<file path="src/rtl/core/trd_pkg.sv">
`default_nettype none

package trd_pkg;

	// Size of the framed-block table and the width of its address.
	localparam int BLOCK_TYPES = 1024;
	localparam int TBL_AW      = $clog2(BLOCK_TYPES);

	// Header word layout.
	localparam logic [15:0] HDR_COUNT_MASK = 16'h0fff;
	localparam int          HDR_MASK_LSB   = 12;

	// Present-mask bit positions.
	localparam int PM_BLOCK = 0;
	localparam int PM_WALL  = 1;
	localparam int PM_PAINT = 2;
	localparam int PM_FLAGS = 3;

	// Liquid codes above this value mean no liquid.
	localparam logic [2:0] LIQ_MAX = 3'd4;

	// Input kinds carried in tuser.
	localparam logic CMD_TABLE  = 1'b0;
	localparam logic CMD_STREAM = 1'b1;

	// Parse phases: the word that the decoder expects next.
	typedef enum logic [2:0] {
		PH_DIM    = 3'd0,
		PH_HEADER = 3'd1,
		PH_BLOCK  = 3'd2,
		PH_FX     = 3'd3,
		PH_FY     = 3'd4,
		PH_WALL   = 3'd5,
		PH_PAINT  = 3'd6,
		PH_FLAGS  = 3'd7
	} phase_t;

	// Access to the framed-block table.
	typedef struct packed {
		logic              wr_en;
		logic [TBL_AW-1:0] wr_addr;
		logic              wr_bit;
		logic              rd_en;
		logic [TBL_AW-1:0] rd_addr;
	} tbl_req_t;

	// One decoded run.
	typedef struct packed {
		logic [15:0] start_index;
		logic [12:0] run_count;
		logic [15:0] block_id;
		logic [15:0] frame_x;
		logic [15:0] frame_y;
		logic [15:0] wall_id;
		logic [15:0] paint_pair;
		logic [2:0]  liquid_kind;
		logic [2:0]  slope_kind;
		logic [9:0]  flag_bits;
		logic [3:0]  present_mask;
		logic        image_done;
	} result_t;

	// First optional word at or after a phase that the header asks for.
	// PH_DIM is returned when no further word belongs to the record.
	function automatic phase_t seek_phase(phase_t from, logic [3:0] pm);
		phase_t p;
		p = PH_DIM;
		if (from <= PH_FLAGS && pm[PM_FLAGS]) p = PH_FLAGS;
		if (from <= PH_PAINT && pm[PM_PAINT]) p = PH_PAINT;
		if (from <= PH_WALL && pm[PM_WALL]) p = PH_WALL;
		if (from <= PH_BLOCK && pm[PM_BLOCK]) p = PH_BLOCK;
		return p;
	endfunction

endpackage

`default_nettype wire

</file>
<file path="src/rtl/core/trd_table.sv">
`default_nettype none

module trd_table (
	input  wire logic             clk,
	input  wire logic             arst_n,
	input  wire trd_pkg::tbl_req_t req,
	output logic                  rd_bit,
	output logic                  busy
);
	import trd_pkg::*;

	logic              mem [BLOCK_TYPES];
	logic [TBL_AW:0]   clr_q;
	logic              rd_q;

	// The clearing pass runs until the counter reaches the table depth.
	assign busy = !clr_q[TBL_AW];

	always_ff @(posedge clk or negedge arst_n) begin
		if (!arst_n) begin
			clr_q <= '0;
		end else if (busy) begin
			clr_q <= clr_q + 1'b1;
		end
	end

	// Single write port: the clearing pass first, then table loads.
	always_ff @(posedge clk) begin
		if (busy) begin
			mem[clr_q[TBL_AW-1:0]] <= 1'b0;
		end else if (req.wr_en) begin
			mem[req.wr_addr] <= req.wr_bit;
		end
	end

	// Registered read, held until the next lookup.
	always_ff @(posedge clk) begin
		if (req.rd_en) begin
			rd_q <= mem[req.rd_addr];
		end
	end

	assign rd_bit = rd_q;

endmodule

`default_nettype wire

</file>
<file path="src/rtl/core/trd_parser.sv">
`default_nettype none

module trd_parser (
	input  wire logic            clk,
	input  wire logic            arst_n,
	input  wire logic            in_valid,
	input  wire logic [15:0]     in_word,
	input  wire logic            in_framed_bit,
	output logic                 in_take,
	output logic                 out_valid,
	input  wire logic            out_ready,
	output trd_pkg::result_t     out_res
);
	import trd_pkg::*;

	phase_t      phase_q, phase_n;
	logic [15:0] total_q, total_n;
	logic [15:0] left_q, left_n;
	logic [15:0] next_q, next_n;
	logic [15:0] hdr_q, hdr_n;
	logic [15:0] blk_q, blk_n;
	logic [15:0] fx_q, fx_n;
	logic [15:0] fy_q, fy_n;
	logic [15:0] wall_q, wall_n;
	logic [15:0] paint_q, paint_n;
	logic [15:0] flags_q, flags_n;
	logic        emit_rec, emit_zero;
	logic        framed;
	logic [15:0] prod;
	logic [12:0] want, run;
	logic [15:0] left_after;
	logic        done;
	logic [2:0]  liq;
	logic        fire;
	logic        out_valid_q;
	result_t     res_q, res_n;

	// The stage moves on when the result register is free or being drained.
	assign in_take = !out_valid_q || out_ready;
	assign fire    = in_valid && in_take;

	assign framed = in_framed_bit && ({1'b0, in_word} < 17'(BLOCK_TYPES));
	assign prod   = 16'(in_word[15:8]) * 16'(in_word[7:0]);

	// Phase sequencing and hold updates for one stream word.
	always_comb begin
		phase_n   = phase_q;
		total_n   = total_q;
		left_n    = left_q;
		next_n    = next_q;
		hdr_n     = hdr_q;
		blk_n     = blk_q;
		fx_n      = fx_q;
		fy_n      = fy_q;
		wall_n    = wall_q;
		paint_n   = paint_q;
		flags_n   = flags_q;
		emit_rec  = 1'b0;
		emit_zero = 1'b0;
		case (phase_q)
			PH_DIM: begin
				total_n = prod;
				left_n  = prod;
				next_n  = '0;
				if (prod == '0) begin
					emit_zero = 1'b1;
					phase_n   = PH_DIM;
				end else begin
					phase_n = PH_HEADER;
				end
			end
			PH_HEADER: begin
				hdr_n    = in_word;
				blk_n    = '0;
				fx_n     = '0;
				fy_n     = '0;
				wall_n   = '0;
				paint_n  = '0;
				flags_n  = '0;
				phase_n  = seek_phase(PH_BLOCK, in_word[15:HDR_MASK_LSB]);
				emit_rec = (phase_n == PH_DIM);
			end
			PH_BLOCK: begin
				blk_n = in_word;
				if (framed) begin
					phase_n = PH_FX;
				end else begin
					phase_n  = seek_phase(PH_WALL, hdr_q[15:HDR_MASK_LSB]);
					emit_rec = (phase_n == PH_DIM);
				end
			end
			PH_FX: begin
				fx_n    = in_word;
				phase_n = PH_FY;
			end
			PH_FY: begin
				fy_n     = in_word;
				phase_n  = seek_phase(PH_WALL, hdr_q[15:HDR_MASK_LSB]);
				emit_rec = (phase_n == PH_DIM);
			end
			PH_WALL: begin
				wall_n   = in_word;
				phase_n  = seek_phase(PH_PAINT, hdr_q[15:HDR_MASK_LSB]);
				emit_rec = (phase_n == PH_DIM);
			end
			PH_PAINT: begin
				paint_n  = in_word;
				phase_n  = seek_phase(PH_FLAGS, hdr_q[15:HDR_MASK_LSB]);
				emit_rec = (phase_n == PH_DIM);
			end
			PH_FLAGS: begin
				flags_n  = in_word;
				emit_rec = 1'b1;
			end
			default: begin
				phase_n = PH_DIM;
			end
		endcase

		// Run length, cut to the tiles that remain.
		want       = 13'(hdr_n & HDR_COUNT_MASK) + 13'd1;
		run        = (16'(want) < left_q) ? want : left_q[12:0];
		left_after = left_q - 16'(run);
		done       = (left_after == '0);
		if (emit_rec) begin
			left_n  = left_after;
			next_n  = next_q + 16'(run);
			phase_n = done ? PH_DIM : PH_HEADER;
		end
	end

	// Result assembly from the updated holds.
	always_comb begin
		liq = flags_n[2:0];
		if (liq > LIQ_MAX) begin
			liq = '0;
		end
		res_n              = '0;
		res_n.start_index  = next_q;
		res_n.run_count    = run;
		res_n.block_id     = blk_n;
		res_n.frame_x      = fx_n;
		res_n.frame_y      = fy_n;
		res_n.wall_id      = wall_n;
		res_n.paint_pair   = paint_n;
		res_n.liquid_kind  = liq;
		res_n.slope_kind   = flags_n[5:3];
		res_n.flag_bits    = flags_n[15:6];
		res_n.present_mask = hdr_n[15:HDR_MASK_LSB];
		res_n.image_done   = done;
		if (emit_zero) begin
			res_n            = '0;
			res_n.image_done = 1'b1;
		end
	end

	// Control state.
	always_ff @(posedge clk or negedge arst_n) begin
		if (!arst_n) begin
			phase_q     <= PH_DIM;
			total_q     <= '0;
			left_q      <= '0;
			next_q      <= '0;
			out_valid_q <= 1'b0;
		end else begin
			if (fire) begin
				phase_q <= phase_n;
				total_q <= total_n;
				left_q  <= left_n;
				next_q  <= next_n;
			end
			if (in_take) begin
				out_valid_q <= fire && (emit_rec || emit_zero);
			end
		end
	end

	// Record holds and the result register.
	always_ff @(posedge clk) begin
		if (fire) begin
			hdr_q   <= hdr_n;
			blk_q   <= blk_n;
			fx_q    <= fx_n;
			fy_q    <= fy_n;
			wall_q  <= wall_n;
			paint_q <= paint_n;
			flags_q <= flags_n;
		end
		if (fire && (emit_rec || emit_zero)) begin
			res_q <= res_n;
		end
	end

	assign out_valid = out_valid_q;
	assign out_res   = res_q;

	// Tiles left never exceed the grid total.
	a_left_bounded: assert property (@(posedge clk) disable iff (!arst_n)
		left_q <= total_q)
		else $error("tiles left exceed grid total");

	// Inside an image at least one tile is still free.
	a_left_in_image: assert property (@(posedge clk) disable iff (!arst_n)
		(phase_q != PH_DIM) |-> (left_q != '0))
		else $error("image open with no tiles left");

	// A run that completes the grid sends the decoder back to the dimension word.
	a_done_rewinds: assert property (@(posedge clk) disable iff (!arst_n)
		(fire && emit_rec && done) |=> (phase_q == PH_DIM))
		else $error("grid complete but parse did not rewind");

endmodule

`default_nettype wire

</file>
<file path="src/rtl/core/tile_record_rle_decoder.sv">
`default_nettype none

// Tile record run-length decoder. One input transfer is accepted per clock while
// s_tready is high: a stream word (tuser 1) or a framed-table write (tuser 0). A
// stream word is registered and looked up in the framed-block table memory in
// the same cycle, and is decoded from the first stage once the parser can take
// it; a record's run is then registered in the result register. A finished run
// waits in the result register while the next word is taken; s_tready falls only
// while the table is cleared, or while that register is full and not drained and
// a word already waits in the first stage. After reset the table is cleared by a
// pass over all 1024 entries, one entry a cycle, during which s_tready stays low.
module tile_record_rle_decoder (
	input  wire logic         clk,
	input  wire logic         arst_n,
	input  wire logic         s_tvalid,
	output logic              s_tready,
	// data_word [15:0], table_index [25:16], table_bit [26], zero [31:27]
	input  wire logic [31:0]  s_tdata,
	// cmd [0]
	input  wire logic [0:0]   s_tuser,
	output logic              m_tvalid,
	input  wire logic         m_tready,
	// start_index [15:0], run_count [28:16], block_id [44:29], frame_x [60:45],
	// frame_y [76:61], wall_id [92:77], paint_pair [108:93], liquid_kind [111:109],
	// slope_kind [114:112], flag_bits [124:115], zero [127:125]
	output logic [127:0]      m_tdata,
	// present_mask [3:0]
	output logic [3:0]        m_tuser,
	// image_done
	output logic              m_tlast
);
	import trd_pkg::*;

	logic        valid_s1;
	logic [15:0] word_s1;
	logic        accept;
	logic        take;
	logic        tbl_busy;
	logic        tbl_bit;
	tbl_req_t    tbl_req;
	result_t     res;

	assign s_tready = !tbl_busy && (!valid_s1 || take);
	assign accept   = s_tvalid && s_tready;

	// Table writes land at once; stream words start their lookup.
	always_comb begin
		tbl_req.wr_en   = accept && (s_tuser[0] == CMD_TABLE);
		tbl_req.wr_addr = s_tdata[16 +: TBL_AW];
		tbl_req.wr_bit  = s_tdata[26];
		tbl_req.rd_en   = accept && (s_tuser[0] == CMD_STREAM);
		tbl_req.rd_addr = s_tdata[TBL_AW-1:0];
	end

	// First stage: the stream word beside its table lookup.
	always_ff @(posedge clk or negedge arst_n) begin
		if (!arst_n) begin
			valid_s1 <= 1'b0;
		end else if (accept) begin
			valid_s1 <= (s_tuser[0] == CMD_STREAM);
		end else if (take) begin
			valid_s1 <= 1'b0;
		end
	end

	always_ff @(posedge clk) begin
		if (tbl_req.rd_en) begin
			word_s1 <= s_tdata[15:0];
		end
	end

	trd_table u_table (
		.clk    (clk),
		.arst_n (arst_n),
		.req    (tbl_req),
		.rd_bit (tbl_bit),
		.busy   (tbl_busy)
	);

	trd_parser u_parser (
		.clk           (clk),
		.arst_n        (arst_n),
		.in_valid      (valid_s1),
		.in_word       (word_s1),
		.in_framed_bit (tbl_bit),
		.in_take       (take),
		.out_valid     (m_tvalid),
		.out_ready     (m_tready),
		.out_res       (res)
	);

	// Pack the result onto the master side.
	assign m_tdata = {3'b0, res.flag_bits, res.slope_kind, res.liquid_kind,
		res.paint_pair, res.wall_id, res.frame_y, res.frame_x, res.block_id,
		res.run_count, res.start_index};
	assign m_tuser = res.present_mask;
	assign m_tlast = res.image_done;

endmodule

`default_nettype wire
</file>
<file path="config.mk">
export PLATFORM = sky130hd
export DESIGN_NAME = tile_record_rle_decoder
export DESIGN_NICKNAME = d
export VERILOG_FILES = /design/src/rtl/core/trd_pkg.sv /design/src/rtl/core/trd_table.sv /design/src/rtl/core/trd_parser.sv /design/src/rtl/core/tile_record_rle_decoder.sv
export SDC_FILE = /design/constraint.sdc
export NUM_CORES = 2
export LEC_CHECK = 0
export BUFFER_PORTS_ARGS = -buffer_cell sky130_fd_sc_hd__buf_2
export CORE_MARGIN = 5
export CORE_UTILIZATION = 29
export DETAILED_ROUTE_END_ITERATION = 10
export PLACE_DENSITY_LB_ADDON = 0.15
export SYNTH_ARGS = -nofsm -noshare
export SYNTH_HDL_FRONTEND = slang
export SYNTH_HIERARCHICAL = 1
export SYNTH_SLANG_ARGS = --single-unit
</file>
<file path="constraint.sdc">
create_clock -name clk -period 19.57 [get_ports clk]
set_clock_uncertainty 0.2 [all_clocks]
set_input_delay 0 -clock clk [delete_from_list [all_inputs] [get_ports clk]]
set_output_delay 0 -clock clk [all_outputs]
set_load 0.05 [all_outputs]
</file>
==> metrics.md <==
| Metric | Value |
|---|---|
| Placed Instances | 7401 |
| Multi-input gate area | 20500 µm² |
| Routed WL per cell | 25.8 µm |
| CTS Buffer Depth | 3 |
| CP Launch Type | flip-flop |
| Via count | 39688 |
| DR iter-0 viols | 3720 |
| Routed Antenna Nets | 0 |
| Slowest library cell on the worst path | dfrtp_1 |
| DRC | 0 |
| Met2 usage | 0.293 |
| Resize count post-CTS | 0 |
| Routability-driven placement congestion ratio | 0.795 |
| Max cap viols | 0 |
| Synthesized area | 62100 µm² |
| Synthesis Warnings | 6 |
| FILL cells | 21382 |
| Reg area | 39700 µm² |
| Flops & latches, synth | 1331 |
| Async SR Flop Fraction | 0.0361 |
| Power density cells | 87.7 nW/µm² |
| RSZ-0062 raised after global routing | false |
| Least-Margin Pin Slew | 1.26 ns |
| GRT overflow | 0 |
| Crit Path Category | flip-flop to flip-flop |
| Most frequent cell after synthesis | edfxtp_1 |
| CORE AREA | 214000 µm² |
| Drt first pass iters | 7 |
| Worst path bufs/invs | 3 |
| Synth area leaders | edfxtp_1 62%, mux4_2 7.9%, nor2_1 6.9%, mux2i_1 1.9%, dfrtp_1 1.9% |
| TritonCTS clock tree | built |
| Leakage power | 20.4 nW |
| Routed WL | 199 mm |
| Sequential area share after synthesis | 0.639 |
| Final hold vios | 0 |
| Die Ht | 473 µm |
| Syn_area_per_cell | 13.2 µm² |
| Largest net degree at the start of global routing | 260 |
| Initial core utilization | 0.290 |
| Vias/cell | 5.14 |
| GRT met3 Usage | 0.0263 |
| Nets | 4898 |
| Status | finished clean |
| Non-Filler Instances | 7726 |
| Crit path capture type | flip-flop |
| EDFF count, synth | 1283 |
| Max incr delay on CP | 0.78 ns |
| CP Max Fanout | 22 |
| Finish-stage setup viols | 0 |
| Post-Syn Instances | 4699 |
| Slew margin rel. | 0.159 |
| Top cell type's share of synthesized area | 0.620 |
| Clock transition at path regs | 0.06 ns |
| Antenna violations before repair | 8 |
| Most common library cells after synthesis | 1283 x edfxtp_1, 1144 x nor2_1, 261 x clkbuf_1, 235 x nand2_1, 218 x mux4_2 |
| Share of post-route cells with drive strength above 1 | 0.159 |
| Fmax | 107 MHz |
| Cts hold-fix bufs | 44 |
| Root Driver | clkbuf_16 |
| Vias in the first global route | 39624 |
| DIE WIDTH | 473 µm |
| Total Routing Usage GR | 0.174 |
| First-pass GRT wire length | 286 mm |
| Cell variety after synth | 97 |
| IO buf count | 163 |
| Max Slew Vio Count | 0 |
| Synth Flop Type | edfxtp_1 |
| VDD IR max | 0.0631 mV |
| Setup bufs post-CTS | 0 |
| Number of I/O pins | 172 |
| M1 GR Usage | 0.237 |
| Crit path arrival time | 9.79 ns |
| Area Growth Syn to Fin | 14.2% |
| Tcrit/Tclk final | 0.478 |
| Leading area contributor after synthesis | edfxtp_1 |
| Worst skew pair latency | 0.80 ns |
| Die ar. | 224000 µm² |
| Worst endpoint required time | 20.01 ns |
| Critical-path cell list | or3b_1 -> buf_4 -> mux2i_2 -> a2111oi_0 -> xnor2_1 -> inv_1 -> ha_1 -> a211oi_1 -> nor2_1 -> o31ai_1 -> nand3_1 -> o21ai_0 -> ha_1 -> inv_1 -> ha_1 -> a22oi_1 -> o21ai_0 -> o31a_1 -> a21oi_2 -> nand4_1 -> or3_1 -> nor4b_1 -> a41o_1 |
| CTS Buf Count | 153 |
| Gr busiest metal | met2 |
| Critical Path Most Common Cell | ha_1 |
| Largest delay contributor family on the critical path | compound AO/OA/AOI/OAI gates |
| DP HPWL | 111 mm |
| Worst hold path class | input port to flip-flop |
| Setup_tns | 0 ns |
| Clk sink count | 1331 |
| H-tree depth | 4 |
| Number of placement rows | 170 |
| Fin crit period | 9.35 ns |
area by class of cell:
| cell class | instances | area share |
|---|---|---|
| multi-input combinational | 2866 | 0.288 |
| inverter | 104 | 0.00554 |
| antenna | 2 | 0.0000705 |
| sequential | 1331 | 0.560 |
| clock inverter | 91 | 0.0106 |
| tap | 2838 | 0.0500 |
| clock buffer | 188 | 0.0564 |
| timing repair buffer | 306 | 0.0292 |
logic make-up after synthesis:
family | synth area share
other | 0.0000604
buffers and inverters | 0.0353
adders and majority gates | 0.0249
AOI/OAI and AO/OA | 0.0762
xor gates and xnor gates | 0.00634
and+or+nand+nor | 0.117
DFF | 0.639
muxes | 0.101
worst min-delay path: cells and delay by family:
| kind | cells | cell delay [ns] |
|---|---|---|
| AND/OR/NAND/NOR | 2 | 0.29 |
| buffers and inverters | 2 | 0.71 |
final timing paths:
kind | start | end | slack (ns) | cells past startpoint
max | u_parser/phase_q[0] | u_parser/out_res[0] | 10.22 | 23
min | m_tready | u_parser/out_valid | 0.06 | 4
max reg2reg | u_parser/phase_q[0] | u_parser/out_res[0] | 10.22 | 23
min reg2reg | u_parser/left_q[8] | u_parser/left_q[8] | 0.32 | 2
max in group asynchronous | arst_n | u_parser/left_q[6] | 18.43 | 4
min in group asynchronous | arst_n | u_parser/left_q[15] | 0.25 | 4
placed cells by master, fill, tap and decap left out, types with 13 or more instances in the layout:
master         count
nand2_1          215
nand2b_1          19
dlygate4sd3_1     44
clkbuf_16        155
clkinv_1          38
nand4_1           31
buf_4             96
o22ai_1           26
o21ai_0           87
or3_1             23
a22oi_1           53
fa_1              36
clkinv_2          28
inv_1             98
o211ai_1          15
a31oi_1           15
nor3_1            36
a221oi_1          16
nor2_1          1142
a211oi_1          20
ha_1              63
xor2_1            13
nor2b_1           35
a21o_1            16
dfrtp_1           48
buf_2            160
edfxtp_1        1283
clkbuf_1          33
o221ai_1          35
mux2i_1          121
a21oi_1           82
xnor2_1           32
a22o_1            85
and2_1            62
o21a_1           109
mux4_2           218
nand3_1           44
state kept, by name (all words and copies together), names as in the netlist:
name / count
u_parser/left_q: 16
u_parser/out_res: 130
u_table/mem: 1024
u_parser/fx_q: 16
u_parser/out_valid: 1
u_table/clr_q: 11
u_parser/hdr_q: 16
u_parser/paint_q: 16
u_parser/phase_q: 3
u_parser/flags_q: 16
u_parser/wall_q: 16
u_parser/next_q: 16
u_parser/blk_q: 16
word_s1: 16
u_parser/fy_q: 16
u_table/rd_bit: 1
valid_s1: 1
metrics by stage:
step           power (mW)  cell area [µm²]  setup slack (ns)  utilization  hold WS, ns
2_1_floorplan        3.40            62100              2.44            -       -0.496
3_3_place_gp         3.51            65800             10.26        0.307      -0.0192
3_5_place_dp         3.51            65800             10.17        0.307      -0.0219
4_1_cts              6.31            71000             10.15        0.332       0.0224
5_1_grt              6.46            71000              9.65        0.332       0.0122
6_report             6.23            71000             10.22        0.332       0.0634
routing by layer:
| layer | up-vias | wire (µm) |
|---|---|---|
| met5 | - | 17 |
| met1 | 20962 | 89200 |
| met2 | 1026 | 96600 |
| met4 | 2 | 3960 |
| met3 | 215 | 9700 |
| li1 | 17483 | - |
where the power goes:
part	total, mW	switching, mW	internal [mW]
Sequential	3.10	0.00907	3.09
Combinational	0.361	0.234	0.127
Clock	2.77	1.20	1.57
Total	6.23	1.44	4.78
Note: power is estimated with default switching activity, not from simulation.
